**src/sccb_master_bit_sequencer_unit_assert.svh**
```systemverilog
// ----------------------------------------------------------------------------
// SCCB bit sequencer assertion macros
// Shorthand for clocked assertions, disabled while rst_n is low.
// ----------------------------------------------------------------------------
`ifndef SCCB_MASTER_BIT_SEQUENCER_UNIT_ASSERT_SVH
`define SCCB_MASTER_BIT_SEQUENCER_UNIT_ASSERT_SVH

// Same-cycle implication.
`define SBS_ASSERT_NOW(lbl, ante, cons, msg) \
  lbl: assert property (@(posedge clk) disable iff (!rst_n) (ante) |-> (cons)) \
    else $error(msg);

// Next-cycle implication.
`define SBS_ASSERT_NEXT(lbl, ante, cons, msg) \
  lbl: assert property (@(posedge clk) disable iff (!rst_n) (ante) |=> (cons)) \
    else $error(msg);

`endif

```
**src/sccb_bs_pkg.sv**
```systemverilog
// ----------------------------------------------------------------------------
// SCCB bit sequencer package
// Command codes, widths and tick positions shared by the sequencer and its channels.
// ----------------------------------------------------------------------------
package sccb_bs_pkg;

  localparam int unsigned MODE_W = 3;
  localparam int unsigned TICK_W = 5;
  localparam int unsigned BYTE_W = 8;

  typedef enum logic [MODE_W-1:0] {
    MODE_START = 3'd0,
    MODE_STOP  = 3'd1,
    MODE_WRITE = 3'd2,
    MODE_READ  = 3'd3,
    MODE_ACK   = 3'd4,
    MODE_NACK  = 3'd5,
    MODE_IDLE  = 3'd7
  } mode_t;

  // Index of the final tick of each command
  localparam logic [TICK_W-1:0] LAST_START = 5'd3;
  localparam logic [TICK_W-1:0] LAST_STOP  = 5'd2;
  localparam logic [TICK_W-1:0] LAST_WRITE = 5'd27;
  localparam logic [TICK_W-1:0] LAST_READ  = 5'd24;
  localparam logic [TICK_W-1:0] LAST_ACK   = 5'd3;

  // Write byte: data slots end here, then the ack slot ticks
  localparam logic [TICK_W-1:0] WR_DATA_END = 5'd24;
  localparam logic [TICK_W-1:0] WR_RELEASE  = 5'd25;
  localparam logic [TICK_W-1:0] WR_SAMPLE   = 5'd26;

  // Phase within one three-tick bit slot
  localparam logic [1:0] PH_SETUP = 2'd0;
  localparam logic [1:0] PH_HIGH  = 2'd1;
  localparam logic [1:0] PH_LOW   = 2'd2;

endpackage

```
**src/sccb_bs_if.sv**
```systemverilog
// ----------------------------------------------------------------------------
// SCCB bit sequencer channels
// Valid/ready channels for tick items in and line-state results out.
// ----------------------------------------------------------------------------
interface sccb_bs_in_if;
  logic                               valid;
  logic                               ready;
  logic                               cmd_valid;
  logic [sccb_bs_pkg::MODE_W-1:0]     mode;
  logic [sccb_bs_pkg::BYTE_W-1:0]     tx_byte;
  logic                               sda_in;

  modport source (output valid, cmd_valid, mode, tx_byte, sda_in, input ready);
  modport sink   (input valid, cmd_valid, mode, tx_byte, sda_in, output ready);
endinterface

interface sccb_bs_out_if;
  logic                               valid;
  logic                               ready;
  logic                               scl;
  logic                               sda_out;
  logic                               sda_oe;
  logic                               busy_res;
  logic                               done_res;
  logic [sccb_bs_pkg::BYTE_W-1:0]     rx_byte;
  logic                               ack_bit;

  modport source (output valid, scl, sda_out, sda_oe, busy_res, done_res, rx_byte,
                  ack_bit, input ready);
  modport sink   (input valid, scl, sda_out, sda_oe, busy_res, done_res, rx_byte,
                  ack_bit, output ready);
endinterface

```
**src/sccb_master_bit_sequencer_unit.sv**
```systemverilog
// ----------------------------------------------------------------------------
// SCCB master bit sequencer
// Plays start, stop, write byte, read byte, ack and nack as fixed tick
// sequences on SCL/SDA, one tick per input transaction.
// ----------------------------------------------------------------------------
//
//  Channel   Direction  Payload                                         Handshake
//  in_ch     sink       cmd_valid, mode, tx_byte, sda_in                valid/ready
//  out_ch    source     scl, sda_out, sda_oe, busy_res, done_res,       valid/ready
//                       rx_byte, ack_bit
//
//  One tick transaction in gives one registered result transaction out in the next cycle.
//  A tick is taken every cycle unless out_ch stalls; the limit is the single
//  output register, which frees in the cycle its result is taken.
//  in_ch.ready drops only while the output register is full and out_ch is stalled.
//  Reset (rst_n, synchronous) idles the sequencer with SCL low and SDA driven high.
//
`include "sccb_master_bit_sequencer_unit_assert.svh"

module sccb_master_bit_sequencer_unit (
  input  logic                 clk,
  input  logic                 rst_n,
  sccb_bs_in_if.sink           in_ch,
  sccb_bs_out_if.source        out_ch
);

  // Sequencer state
  sccb_bs_pkg::mode_t                   mode_r, mode_nxt;
  logic [sccb_bs_pkg::TICK_W-1:0]       tick_r, tick_nxt;
  logic [1:0]                           ph_r, ph_nxt;
  logic [sccb_bs_pkg::BYTE_W-1:0]       shift_r, shift_nxt;
  logic [sccb_bs_pkg::BYTE_W-1:0]       tx_r, tx_nxt;
  logic                                 ack_r, ack_nxt;
  logic                                 scl_r, scl_nxt;
  logic                                 sda_r, sda_nxt;
  logic                                 oe_r, oe_nxt, oe_state_nxt;

  // Result register
  logic                                 out_valid_r;
  logic                                 res_scl_r, res_sda_r, res_oe_r;
  logic                                 res_busy_r, res_done_r, res_ack_r;
  logic [sccb_bs_pkg::BYTE_W-1:0]       res_rx_r;

  // Tick working values
  logic                                 accept;
  logic                                 start;
  sccb_bs_pkg::mode_t                   eff_mode;
  logic [sccb_bs_pkg::TICK_W-1:0]       eff_tick;
  logic [1:0]                           eff_ph;
  logic [sccb_bs_pkg::BYTE_W-1:0]       eff_tx;
  logic [sccb_bs_pkg::TICK_W-1:0]       last_tick;
  logic                                 busy;
  logic                                 done;

  // The output register parts the two sides: take a tick whenever it is free
  // or being emptied in this cycle.
  assign in_ch.ready = !out_valid_r || out_ch.ready;
  assign accept      = in_ch.valid && in_ch.ready;

  // A command launches only from idle, and only with a defined code; it plays
  // its first tick in the same transaction.
  assign start = (mode_r == sccb_bs_pkg::MODE_IDLE) && in_ch.cmd_valid &&
                 (in_ch.mode <= sccb_bs_pkg::MODE_NACK);

  assign eff_mode = start ? sccb_bs_pkg::mode_t'(in_ch.mode) : mode_r;
  assign eff_tick = start ? '0 : tick_r;
  assign eff_ph   = start ? sccb_bs_pkg::PH_SETUP : ph_r;
  assign eff_tx   = start ? in_ch.tx_byte : tx_r;
  assign busy     = (eff_mode != sccb_bs_pkg::MODE_IDLE);

  always_comb begin
    unique case (eff_mode)
      sccb_bs_pkg::MODE_START: last_tick = sccb_bs_pkg::LAST_START;
      sccb_bs_pkg::MODE_STOP:  last_tick = sccb_bs_pkg::LAST_STOP;
      sccb_bs_pkg::MODE_WRITE: last_tick = sccb_bs_pkg::LAST_WRITE;
      sccb_bs_pkg::MODE_READ:  last_tick = sccb_bs_pkg::LAST_READ;
      default:                 last_tick = sccb_bs_pkg::LAST_ACK;
    endcase
  end

  assign done = busy && (eff_tick >= last_tick);

  // Line levels and data registers for this tick
  always_comb begin
    scl_nxt   = scl_r;
    sda_nxt   = sda_r;
    oe_nxt    = oe_r;
    shift_nxt = shift_r;
    ack_nxt   = ack_r;
    tx_nxt    = eff_tx;

    unique case (eff_mode)
      sccb_bs_pkg::MODE_START: begin
        if (eff_tick == 5'd0) begin
          sda_nxt = 1'b1;
          oe_nxt  = 1'b1;
        end else if (eff_tick == 5'd1) begin
          scl_nxt = 1'b1;
        end else if (eff_tick == 5'd2) begin
          sda_nxt = 1'b0;
        end else begin
          scl_nxt = 1'b0;
        end
      end
      sccb_bs_pkg::MODE_STOP: begin
        if (eff_tick == 5'd0) begin
          sda_nxt = 1'b0;
          oe_nxt  = 1'b1;
        end else if (eff_tick == 5'd1) begin
          scl_nxt = 1'b1;
        end else begin
          sda_nxt = 1'b1;
        end
      end
      sccb_bs_pkg::MODE_ACK: begin
        if (eff_tick == 5'd0) begin
          sda_nxt = 1'b0;
          oe_nxt  = 1'b1;
        end else if (eff_tick == 5'd1) begin
          scl_nxt = 1'b1;
        end else if (eff_tick == 5'd2) begin
          scl_nxt = 1'b0;
        end else begin
          oe_nxt = 1'b0;
        end
      end
      sccb_bs_pkg::MODE_NACK: begin
        if (eff_tick == 5'd0) begin
          sda_nxt = 1'b1;
          oe_nxt  = 1'b0;
        end else if (eff_tick == 5'd1) begin
          scl_nxt = 1'b1;
        end else if (eff_tick == 5'd2) begin
          scl_nxt = 1'b0;
        end else begin
          sda_nxt = 1'b0;
        end
      end
      sccb_bs_pkg::MODE_WRITE: begin
        if (eff_tick < sccb_bs_pkg::WR_DATA_END) begin
          // MSB sits at the top of the latch; advance it after each bit slot
          if (eff_ph == sccb_bs_pkg::PH_SETUP) begin
            sda_nxt = eff_tx[sccb_bs_pkg::BYTE_W-1];
            oe_nxt  = 1'b1;
          end else if (eff_ph == sccb_bs_pkg::PH_HIGH) begin
            scl_nxt = 1'b1;
          end else begin
            scl_nxt = 1'b0;
            tx_nxt  = {eff_tx[sccb_bs_pkg::BYTE_W-2:0], 1'b0};
          end
        end else if (eff_tick == sccb_bs_pkg::WR_RELEASE) begin
          oe_nxt = 1'b0;
        end else if (eff_tick == sccb_bs_pkg::WR_SAMPLE) begin
          scl_nxt = 1'b1;
          ack_nxt = in_ch.sda_in;
        end else if (eff_tick == sccb_bs_pkg::LAST_WRITE) begin
          scl_nxt = 1'b0;
        end
      end
      sccb_bs_pkg::MODE_READ: begin
        // Bit slots start one tick late, so the phase counter runs one ahead
        if (eff_tick == 5'd0) begin
          oe_nxt    = 1'b0;
          shift_nxt = '0;
        end else if (eff_ph == sccb_bs_pkg::PH_LOW) begin
          scl_nxt   = 1'b1;
          shift_nxt = {shift_r[sccb_bs_pkg::BYTE_W-2:0], in_ch.sda_in};
        end else if (eff_ph == sccb_bs_pkg::PH_SETUP) begin
          scl_nxt = 1'b0;
        end
      end
      default: begin
      end
    endcase
  end

  // Sequence position
  always_comb begin
    mode_nxt     = eff_mode;
    tick_nxt     = eff_tick;
    ph_nxt       = eff_ph;
    oe_state_nxt = oe_nxt;
    if (done) begin
      mode_nxt = sccb_bs_pkg::MODE_IDLE;
      tick_nxt = '0;
      ph_nxt   = sccb_bs_pkg::PH_SETUP;
      // A write hands the bus back driven once its result is reported
      if (eff_mode == sccb_bs_pkg::MODE_WRITE) begin
        oe_state_nxt = 1'b1;
      end
    end else if (busy) begin
      tick_nxt = eff_tick + 5'd1;
      ph_nxt   = (eff_ph == sccb_bs_pkg::PH_LOW) ? sccb_bs_pkg::PH_SETUP : eff_ph + 2'd1;
    end
  end

  // Advance state once per accepted tick
  always_ff @(posedge clk) begin
    if (!rst_n) begin
      mode_r  <= sccb_bs_pkg::MODE_IDLE;
      tick_r  <= '0;
      ph_r    <= sccb_bs_pkg::PH_SETUP;
      shift_r <= '0;
      tx_r    <= '0;
      ack_r   <= 1'b0;
      scl_r   <= 1'b0;
      sda_r   <= 1'b1;
      oe_r    <= 1'b1;
    end else if (accept) begin
      mode_r  <= mode_nxt;
      tick_r  <= tick_nxt;
      ph_r    <= ph_nxt;
      shift_r <= shift_nxt;
      tx_r    <= tx_nxt;
      ack_r   <= ack_nxt;
      scl_r   <= scl_nxt;
      sda_r   <= sda_nxt;
      oe_r    <= oe_state_nxt;
    end
  end

  // Result register: hold while stalled, drop valid once taken
  always_ff @(posedge clk) begin
    if (!rst_n) begin
      out_valid_r <= 1'b0;
    end else if (accept) begin
      out_valid_r <= 1'b1;
    end else if (out_ch.ready) begin
      out_valid_r <= 1'b0;
    end
  end

  always_ff @(posedge clk) begin
    if (accept) begin
      res_scl_r  <= scl_nxt;
      res_sda_r  <= sda_nxt;
      res_oe_r   <= oe_nxt;
      res_busy_r <= busy;
      res_done_r <= done;
      res_rx_r   <= shift_nxt;
      res_ack_r  <= ack_nxt;
    end
  end

  assign out_ch.valid    = out_valid_r;
  assign out_ch.scl      = res_scl_r;
  assign out_ch.sda_out  = res_sda_r;
  assign out_ch.sda_oe   = res_oe_r;
  assign out_ch.busy_res = res_busy_r;
  assign out_ch.done_res = res_done_r;
  assign out_ch.rx_byte  = res_rx_r;
  assign out_ch.ack_bit  = res_ack_r;

  // Checks
  `SBS_ASSERT_NOW(a_idle_tick_zero, mode_r == sccb_bs_pkg::MODE_IDLE, tick_r == '0 && ph_r == sccb_bs_pkg::PH_SETUP, "idle sequencer holds a nonzero tick position")
  `SBS_ASSERT_NOW(a_tick_in_range, mode_r != sccb_bs_pkg::MODE_IDLE, tick_r <= last_tick && ph_r != 2'd3, "tick position beyond the end of the command")
  `SBS_ASSERT_NEXT(a_done_goes_idle, accept && done, mode_r == sccb_bs_pkg::MODE_IDLE && out_ch.done_res && out_ch.busy_res, "finished command did not return to idle")
  `SBS_ASSERT_NEXT(a_write_restores_oe, accept && done && eff_mode == sccb_bs_pkg::MODE_WRITE, oe_r && !out_ch.sda_oe, "write did not hand SDA back driven")
  `SBS_ASSERT_NEXT(a_result_follows_tick, accept, out_ch.valid, "accepted tick produced no result")

endmodule
```
**src/flat_wrapper.sv**
```systemverilog
// flat-port wrapper written by rule: the top's interface ports become plain ports
module sccb_master_bit_sequencer_unit_flat 
  (clk, rst_n, in_ch_valid, in_ch_cmd_valid, in_ch_mode, in_ch_tx_byte, in_ch_sda_in, in_ch_ready, out_ch_valid, out_ch_scl, out_ch_sda_out, out_ch_sda_oe, out_ch_busy_res, out_ch_done_res, out_ch_rx_byte, out_ch_ack_bit, out_ch_ready);
  sccb_bs_in_if in_ch_i ();
  sccb_bs_out_if out_ch_i ();
  input  logic clk;
  input  logic rst_n;
  input wire logic [$bits(in_ch_i.valid)-1:0] in_ch_valid;
  input wire logic [$bits(in_ch_i.cmd_valid)-1:0] in_ch_cmd_valid;
  input wire logic [$bits(in_ch_i.mode)-1:0] in_ch_mode;
  input wire logic [$bits(in_ch_i.tx_byte)-1:0] in_ch_tx_byte;
  input wire logic [$bits(in_ch_i.sda_in)-1:0] in_ch_sda_in;
  output wire logic [$bits(in_ch_i.ready)-1:0] in_ch_ready;
  output wire logic [$bits(out_ch_i.valid)-1:0] out_ch_valid;
  output wire logic [$bits(out_ch_i.scl)-1:0] out_ch_scl;
  output wire logic [$bits(out_ch_i.sda_out)-1:0] out_ch_sda_out;
  output wire logic [$bits(out_ch_i.sda_oe)-1:0] out_ch_sda_oe;
  output wire logic [$bits(out_ch_i.busy_res)-1:0] out_ch_busy_res;
  output wire logic [$bits(out_ch_i.done_res)-1:0] out_ch_done_res;
  output wire logic [$bits(out_ch_i.rx_byte)-1:0] out_ch_rx_byte;
  output wire logic [$bits(out_ch_i.ack_bit)-1:0] out_ch_ack_bit;
  input wire logic [$bits(out_ch_i.ready)-1:0] out_ch_ready;
  assign in_ch_i.valid = in_ch_valid;
  assign in_ch_i.cmd_valid = in_ch_cmd_valid;
  assign in_ch_i.mode = in_ch_mode;
  assign in_ch_i.tx_byte = in_ch_tx_byte;
  assign in_ch_i.sda_in = in_ch_sda_in;
  assign in_ch_ready = in_ch_i.ready;
  assign out_ch_valid = out_ch_i.valid;
  assign out_ch_scl = out_ch_i.scl;
  assign out_ch_sda_out = out_ch_i.sda_out;
  assign out_ch_sda_oe = out_ch_i.sda_oe;
  assign out_ch_busy_res = out_ch_i.busy_res;
  assign out_ch_done_res = out_ch_i.done_res;
  assign out_ch_rx_byte = out_ch_i.rx_byte;
  assign out_ch_ack_bit = out_ch_i.ack_bit;
  assign out_ch_i.ready = out_ch_ready;
  sccb_master_bit_sequencer_unit u_core (.clk(clk), .rst_n(rst_n), .in_ch(in_ch_i), .out_ch(out_ch_i));
endmodule
```
**config.mk**
```make
export PLATFORM = sky130hd
export DESIGN_NAME = sccb_master_bit_sequencer_unit_flat
export DESIGN_NICKNAME = d
export VERILOG_FILES = /design/src/sccb_bs_pkg.sv /design/src/sccb_bs_if.sv /design/src/sccb_master_bit_sequencer_unit.sv /design/src/flat_wrapper.sv
export VERILOG_INCLUDE_DIRS = /design/src /design/src/src
export SDC_FILE = /design/constraint.sdc
export NUM_CORES = 1
export LEC_CHECK = 0
export BUFFER_PORTS_ARGS = -buffer_cell sky130_fd_sc_hd__buf_2
export CAP_MARGIN = 20
export CORE_MARGIN = 5
export CORE_UTILIZATION = 40
export DETAILED_ROUTE_END_ITERATION = 8
export GPL_TIMING_DRIVEN = 1
export SYNTH_ARGS = -nofsm -noshare
export SYNTH_HDL_FRONTEND = slang
export SYNTH_SLANG_ARGS = --single-unit
export TNS_END_PERCENT = 100
```
**constraint.sdc**
```tcl
create_clock -name clk -period 8.5 [get_ports clk]
set_input_delay 2.125 -clock clk [delete_from_list [all_inputs] [get_ports clk]]
set_output_delay 2.125 -clock clk [all_outputs]
set_load 0.03 [all_outputs]
```
==> results.py, run 1 <==
metrics = {
    "outcome": {
        "outcome": "completed",
    },
    "timing": {
        "period_minus_slack_ps": 4720,
        "fin_tns_setup_ps": 0,
        "final_hold_viol_count": 0,
        "fin_crit_sh": 0.555,
        "slew_viol_final": 0,
        "setup_viol": 0,
        "slew_headroom": 0.452,
        "skew_ps": 8.51,
        "tightest_slew_ps": 820,
        "rsz0062_at_grt": "no",
        "max_freq_mhz": 212,
    },
    "critical_path": {
        "cp_data_arrival_time_ps": 2600,
        "start_kind": "primary input",
        "crit_type": "primary input to primary output",
        "worstPathRequired_ps": 6380,
        "cp-end-kind": "primary output",
        "cp_max_fo": 4,
    },
    "synthesis": {
        "synth_top_area_share": 0.231,
        "synth.distinct_cells": 64,
        "async_flop_share": 0,
        "synth_nets": 327,
        "synth_seq_cells": 45,
        "yosysTopAreaCell": "dfxtp_1",
        "yosysMostFrequentCell": "nor2_1",
        "synthTopCellsByCount": "38 x nor2_1, 31 x dfxtp_1, 25 x a21oi_1",
        "ys_top_cells_by_area": "dfxtp_1 23%, edfxtp_1 16%, nor2_1 5.3%",
        "ys.flop_type": "dfxtp_1",
        "yosysWarnings": 0,
        "synth_edf_count": 14,
        "syn_avg_cell_area_um2": 8.82,
        "yosysSeqAreaShare": 0.387,
        "syn_area_mm2": 0.00269,
        "syn_inst": 305,
    },
    "clocking": {
        "clockBufferDepth": 2,
        "cts_root_buffer": "clkbuf_8",
        "cts_resized": 0,
        "ctsHoldBuffers": 0,
        "cts.reportedPaths.clkPinSlew_ps": 80,
        "cts_tree": "done",
        "insertion_delay_ps": 300,
        "post_cts.repair.setup_buffers": 0,
        "htreeDepth": 2,
        "numCtsBuffers": 5,
        "clkSinkCount": 45,
    },
    "route": {
        "wl_mm": 6.64,
        "drc": 0,
        "ant_nets": 0,
        "first_pass_iters": 4,
        "drtIter0Drc": 216,
        "wl_per_cell_um": 16.3,
        "vias_per_cell": 5.72,
        "vias": 2324,
    },
    "worst_hold_path": {
        "holdCritPathClass": "flop to flop",
    },
    "floorplanning": {
        "die_w_um": 92.0,
        "core_mm2": 0.00646,
        "dieArea_mm2": 0.00847,
        "fp-row-count": 29,
        "die_h_um": 92.0,
        "start_util": 0.417,
        "io_pins": 33,
    },
    "place": {
        "place.gp.congestion": 0.917,
        "io_buffer_count": 32,
        "place_inst": 398,
        "dp_hpwl_mm": 4.74,
    },
    "layout": {
        "nFillCells": 647,
        "diodes": 0,
        "area_growth_pct": 11.6,
        "num-nets-final": 350,
        "utilization": 0.465,
        "instances_no_fill": 406,
        "drive_gt1_frac": 0.195,
    },
    "global_routing": {
        "grt_usage": 0.158,
        "overflow": 0,
        "grt_pass1_vias": 2192,
        "grt_max_degree": 36,
        "antenna_found_initial": 0,
        "grt_pass1_wl_mm": 11.0,
    },
    "power_and_ir_drop": {
        "power_density_mw_per_mm2": 185,
        "p_leak_nw": 1.11,
        "ir_worst_vdd_v": 0.000122,
    },
    "job": {
        "maxCapViolCount": 0,
    },
}
power by group:
| group | switching, W | internal (W) |
|---|---|---|
| Combinational | 0.0000758 | 0.0000396 |
| Sequential | 0.0000121 | 0.000234 |
| Clock | 0.0000770 | 0.000118 |
cell usage in the layout, fill, tap and decap left out, types with 6 or more instances in the layout:
cell	netlist	layout
nor2_1	38	38
dfxtp_1	31	31
a211oi_1	7	7
nor3_1	7	7
inv_1	12	12
o21ai_0	19	19
o22ai_1	7	7
mux2i_1	9	9
nand3_1	8	8
nand2b_1	6	6
buf_2	2	32
a21oi_1	25	25
nand2_1	18	18
a22oi_1	9	9
edfxtp_1	14	14
critical path: stages:
cell and delay [ps]:
buf_2 90, nand2b_2 190, buf_2 190
cell type report:
cell class | count | area [um2] | area share
multi-input cells | 230 | 1510 | 0.503
clock inverters | 3 | 68.8 | 0.0229
flip-flops and latches | 45 | 1040 | 0.347
clock buffers | 5 | 68.8 | 0.0229
repair buffers | 33 | 168 | 0.0558
well taps | 77 | 96.3 | 0.0321
inverters | 13 | 48.8 | 0.0162
final timing paths:
kind	cells after the start	from	slack (ps)	to
min	2	u_core.tx_r[0]$_SDFFE_PN0P_	480	u_core.tx_r[0]$_SDFFE_PN0P_
min reg2reg	2	u_core.tx_r[0]$_SDFFE_PN0P_	480	u_core.tx_r[0]$_SDFFE_PN0P_
max reg2reg	10	u_core.mode_r[0]$_SDFFE_PN1P_	4980	u_core.out_ch.sda_oe$_DFFE_PP_
max	3	out_ch_ready	3780	in_ch_ready
kinds of logic after synthesis:
family,share of synthesized area
AO/OA/AOI/OAI,0.281
AND/OR/NAND/NOR,0.211
flip-flops,0.387
buffers and inverters,0.0516
multiplexers,0.0432
adder cells (fa/ha/maj),0.0232
XOR/XNOR,0.00325
layer usage:
layer	part of all wire	GRT usage	vias to the layer above
li1	-	-	1181
met1	0.47	0.211	1076
met2	0.46	0.259	60
met3	0.055	0.0327	7
met4	0.012	0.0458	0
met5	0	0	-
state kept, by name, indices dropped and copies added, names as in the netlist, 2 cells and up:
name,count
u_core.shift_r,8
u_core.tick_r,5
u_core.tx_r,8
u_core.ph_r,2
u_core.mode_r,3
u_core.out_ch.rx_byte,8
through the flow:
step           hold slack [ps]  setup WS (ps)  total power [W]  instance area [um2]
4_1_cts                    478           3770         0.000560                 3000
5_1_grt                    518           3600         0.000583                 3000
3_5_place_dp               466           3560         0.000365                 2870
2_1_floorplan              446           3990         0.000337                 2690
6_report                   482           3780         0.000557                 3000
3_3_place_gp               460           3600         0.000365                 2870
Note: power is estimated with default switching activity, not from simulation.
==> inputs of run 2 (changes only) <==
Clock period 8.5 ns to 4.6 ns, I/O delays scaled along.
==> results.py, run 2 (synthesized netlist as in run 1, its figures left out) <==
metrics = {
    "floorplanning": {
        "die_w_um": 92.0,
        "start_util": 0.417,
        "die_h_um": 92.0,
        "fp-row-count": 29,
        "dieArea_mm2": 0.00847,
        "core_mm2": 0.00646,
        "io_pins": 33,
    },
    "clocking": {
        "cts_root_buffer": "clkbuf_8",
        "cts_resized": 0,
        "htreeDepth": 2,
        "cts.reportedPaths.clkPinSlew_ps": 90,
        "cts_tree": "done",
        "insertion_delay_ps": 300,
        "clockBufferDepth": 2,
        "numCtsBuffers": 5,
        "ctsHoldBuffers": 0,
        "post_cts.repair.setup_buffers": 0,
        "clkSinkCount": 45,
    },
    "place": {
        "place_inst": 399,
        "place.gp.congestion": 0.941,
        "io_buffer_count": 32,
        "dp_hpwl_mm": 4.97,
    },
    "timing": {
        "final_hold_viol_count": 0,
        "max_freq_mhz": 302,
        "rsz0062_at_grt": "no",
        "setup_viol": 0,
        "period_minus_slack_ps": 3310,
        "tightest_slew_ps": 850,
        "fin_tns_setup_ps": 0,
        "skew_ps": 11.0,
        "slew_headroom": 0.432,
        "fin_crit_sh": 0.719,
        "slew_viol_final": 0,
    },
    "route": {
        "first_pass_iters": 5,
        "vias": 2404,
        "ant_nets": 0,
        "wl_mm": 6.80,
        "drtIter0Drc": 265,
        "wl_per_cell_um": 16.7,
        "vias_per_cell": 5.91,
        "drc": 0,
    },
    "critical_path": {
        "worstPathRequired_ps": 4750,
        "r2r_slack_ps": 1360,
        "r2r_cells": 10,
        "r2r_end": "u_core.tick_r[1]$_SDFFE_PN0P_",
        "cp_data_arrival_time_ps": 3460,
        "crit_type": "primary input to flop",
        "start_kind": "primary input",
        "r2r_start": "u_core.mode_r[0]$_SDFFE_PN1P_",
        "cp-end-kind": "flop",
        "cp_max_fo": 10,
    },
    "power_and_ir_drop": {
        "ir_worst_vdd_v": 0.000229,
        "power_density_mw_per_mm2": 340,
        "p_leak_nw": 1.11,
    },
    "global_routing": {
        "antenna_found_initial": 0,
        "grt_pass1_vias": 2229,
        "grt_pass1_wl_mm": 11.1,
        "grt_max_degree": 35,
        "overflow": 0,
        "grt_usage": 0.160,
    },
    "worst_hold_path": {
        "holdCritStartpoint": "u_core.tx_r[0]$_SDFFE_PN0P_",
        "worstHoldPathCells": 2,
        "whs_endpoint": "u_core.tx_r[0]$_SDFFE_PN0P_",
        "holdCritPathClass": "flop to flop",
    },
    "outcome": {
        "outcome": "completed",
    },
    "layout": {
        "area_growth_pct": 11.9,
        "drive_gt1_frac": 0.197,
        "nFillCells": 667,
        "num-nets-final": 351,
        "instances_no_fill": 407,
        "layout_common_cells": "38 x nor2_1, 32 x buf_2, 31 x dfxtp_1",
        "diodes": 0,
        "mostFrequentLayoutCell": "nor2_1",
        "utilization": 0.466,
    },
    "job": {
        "maxCapViolCount": 0,
    },
}
-- run 2: cell count changes in the layout (fill, tap and decap cells not counted) --
cell,change
buf_4,+1
-- run 2: worst max-delay path, stage by stage --
cell      delay, ps
buf_2           120
and2_1          160
nand3_1         310
and2_1          270
inv_1            70
ha_1            260
nand2b_1        210
nor2_1          140
o21ai_0         120
a221oi_1        320
o21ai_1         140
a21oi_1         170
-- run 2: per-stage QoR --
| step | area, um2 | hold slack, ps | setup slack, ps | power (W) |
|---|---|---|---|---|
| final | 3010 | 494 | 1290 | 0.00102 |
| after global routing | 3010 | 523 | 1010 | 0.00107 |
| after CTS | 3010 | 491 | 1310 | 0.00103 |
| after detailed placement | 2870 | 471 | 984 | 0.000678 |
| after global placement | 2870 | 462 | 1020 | 0.000679 |
| after floorplan | 2690 | 446 | 1190 | 0.000624 |
-- run 2: cell type report --
cell class                 instances  area, um2  share of cell area
clock inverter                     3       68.8              0.0229
multi-input combinational        230       1510               0.502
clock buffer                       5       68.8              0.0229
sequential                        45       1040               0.346
inverter                          13       48.8              0.0162
tap                               77       96.3              0.0320
timing repair buffer              34        175              0.0582
-- run 2: worst max path at each step --
stage	start	end	depth (start not counted)
after global placement	in_ch_cmd_valid	u_core.out_ch.scl$_DFFE_PP_	12
after detailed placement	in_ch_cmd_valid	u_core.out_ch.sda_oe$_DFFE_PP_	12
after floorplan	in_ch_cmd_valid	u_core.out_ch.sda_oe$_DFFE_PP_	12
after global routing	in_ch_cmd_valid	u_core.out_ch.scl$_DFFE_PP_	12
final	in_ch_cmd_valid	u_core.out_ch.scl$_DFFE_PP_	12
after CTS	in_ch_cmd_valid	u_core.out_ch.sda_oe$_DFFE_PP_	12
-- run 2: report_power, final --
part | total (W) | internal (W) | switching, W
combinational | 0.000217 | 0.0000745 | 0.000143
clock | 0.000354 | 0.000219 | 0.000135
sequential | 0.000453 | 0.000432 | 0.0000215
total | 0.00102 | 0.000725 | 0.000299
-- run 2: per-layer routing --
| layer | GRT usage | routed length [um] |
|---|---|---|
| met5 | 0 | 0 |
| met4 | 0.0507 | 124 |
| met3 | 0.0245 | 291 |
| met2 | 0.259 | 3140 |
| met1 | 0.220 | 3250 |
==> inputs of run 3 (changes only) <==
Clock period 4.6 ns to 3.1 ns, I/O delays scaled along.
==> results.py, run 3 (synthesized netlist as in run 1, its figures left out) <==
metrics = {
    "global_routing": {
        "grt_max_degree": 35,
        "overflow": 0,
        "grt_usage": 0.166,
        "antenna_found_initial": 0,
        "grt_pass1_vias": 2337,
        "grt_pass1_wl_mm": 11.5,
    },
    "power_and_ir_drop": {
        "sequentialPowerShare": 0.476,
        "clkPwrFrac": 0.274,
        "swShare": 0.334,
        "fin_total_pwr_w": 0.00140,
        "p_switching_w": 0.000467,
        "ir_worst_vdd_v": 0.000347,
        "power_density_mw_per_mm2": 456,
        "p_leak_nw": 1.15,
        "intPower_w": 0.000932,
        "comb_power_share": 0.250,
    },
    "worst_hold_path": {
        "whs_endpoint": "u_core.tx_r[0]$_SDFFE_PN0P_",
        "holdCritPathClass": "flop to flop",
        "worstHoldPathCells": 2,
        "holdCritStartpoint": "u_core.tx_r[0]$_SDFFE_PN0P_",
    },
    "critical_path": {
        "start_kind": "primary input",
        "cpPeakStageDelay_ps": 300,
        "cp_data_arrival_time_ps": 2720,
        "r2r_cells": 11,
        "crit_type": "primary input to flop",
        "r2r_start": "u_core.mode_r[1]$_SDFFE_PN1P_",
        "cp_max_fo": 17,
        "cp_cell_sequence": "buf_2, and2_1, nand3_1, buf_4, nand2_1, ha_1, nor2_1, a211oi_1, o21ai_1, o31a_1, nand2_1, a211o_1",
        "worstPathRequired_ps": 3160,
        "r2r_end": "u_core.oe_r$_SDFFE_PN1P_",
        "r2r_slack_ps": 500,
        "cp-end-kind": "flop",
        "cp-startpoint": "in_ch_cmd_valid",
        "cpMaxStageDelayCell": "a211o_1",
        "crit_top_cell": "nand2_1",
    },
    "timing": {
        "tightest_slew_ps": 840,
        "final_hold_viol_count": 0,
        "slew_headroom": 0.439,
        "rsz0062_at_grt": "no",
        "fin_tns_setup_ps": 0,
        "setup_viol": 0,
        "slew_viol_final": 0,
        "period_minus_slack_ps": 2660,
        "fin_crit_sh": 0.857,
        "skew_ps": 15.9,
        "max_freq_mhz": 377,
    },
    "clocking": {
        "insertion_delay_ps": 310,
        "numCtsBuffers": 5,
        "htreeDepth": 2,
        "cts_resized": 0,
        "clkSinkCount": 45,
        "clockBufferDepth": 2,
        "ctsHoldBuffers": 0,
        "cts_tree": "done",
        "cts_root_buffer": "clkbuf_8",
        "cts.reportedPaths.clkPinSlew_ps": 90,
        "post_cts.repair.setup_buffers": 0,
    },
    "route": {
        "vias_per_cell": 5.76,
        "wl_mm": 6.86,
        "ant_nets": 0,
        "first_pass_iters": 4,
        "vias": 2421,
        "drtIter0Drc": 234,
        "wl_per_cell_um": 16.3,
        "drc": 0,
    },
    "job": {
        "maxCapViolCount": 0,
    },
    "layout": {
        "mostFrequentLayoutCell": "nor2_1",
        "drive_gt1_frac": 0.227,
        "area_growth_pct": 13.9,
        "layout_common_cells": "38 x nor2_1, 32 x buf_2, 31 x dfxtp_1",
        "instances_no_fill": 420,
        "num-nets-final": 364,
        "diodes": 0,
    },
    "floorplanning": {
        "die_w_um": 92.0,
        "start_util": 0.417,
        "die_h_um": 92.0,
        "io_pins": 33,
        "core_mm2": 0.00646,
        "dieArea_mm2": 0.00847,
        "fp-row-count": 29,
    },
    "place": {
        "place_inst": 412,
        "dp_hpwl_mm": 5.12,
        "place.gp.congestion": 0.952,
        "io_buffer_count": 32,
    },
    "outcome": {
        "outcome": "completed",
    },
}
[run 3: routing by layer]
layer  routed length, um  part of all wire  GRT usage  vias up
met5                   0                 0          0        -
met2                3200              0.47      0.261       68
met4                 109             0.016     0.0532        0
li1                    -                 -          -     1206
met1                3150              0.46      0.221     1134
met3                 401             0.058     0.0450       13
[run 3: metrics by stage]
step           hold slack, ps  setup WS, ps  area [um2]   util
6_report                  479           445        3060  0.474
5_1_grt                   528           218        3060  0.474
4_1_cts                   483           450        3060  0.474
3_5_place_dp              468           109        2970  0.460
3_3_place_gp              461           134        2970  0.460
2_1_floorplan             446          69.9        2690      -
[run 3: critical path, delay by kind of cell]
kind | cells | cell delay, ps
AOI/OAI and AO/OA | 4 | 770
and+or+nand+nor | 5 | 580
buffers and inverters | 2 | 370
adders and majority gates | 1 | 210
[run 3: area by class of cell]
| class | count | area, um2 |
|---|---|---|
| fillers | 651 | 3390 |
| multi-input cells | 230 | 1510 |
| flip-flops and latches | 45 | 1040 |
| repair buffers | 47 | 273 |
| well taps | 77 | 96.3 |
| clock buffers | 5 | 68.8 |
| inverters | 13 | 48.8 |
| clock inverters | 3 | 25.0 |
[run 3: power by group through the flow]
stage / registers, W / logic [W] / clock network [W]
detailed placement: 0.000679 / 0.000349 / 0
global route: 0.000670 / 0.000384 / 0.000418
finish: 0.000666 / 0.000350 / 0.000383
CTS: 0.000666 / 0.000350 / 0.000394
floorplan: 0.000700 / 0.000225 / 0
global placement: 0.000679 / 0.000348 / 0
[run 3: how the worst max path moves through the flow]
| stage | slack (ps) | to | depth (start not counted) |
|---|---|---|---|
| 3_3_place_gp | 130 | u_core.oe_r$_SDFFE_PN1P_ | 12 |
| 3_5_place_dp | 110 | u_core.oe_r$_SDFFE_PN1P_ | 12 |
| 4_1_cts | 450 | u_core.oe_r$_SDFFE_PN1P_ | 12 |
| 6_report | 440 | u_core.out_ch.sda_oe$_DFFE_PP_ | 12 |
| 2_1_floorplan | 70 | u_core.out_ch.sda_oe$_DFFE_PP_ | 12 |
| 5_1_grt | 220 | u_core.out_ch.sda_oe$_DFFE_PP_ | 12 |
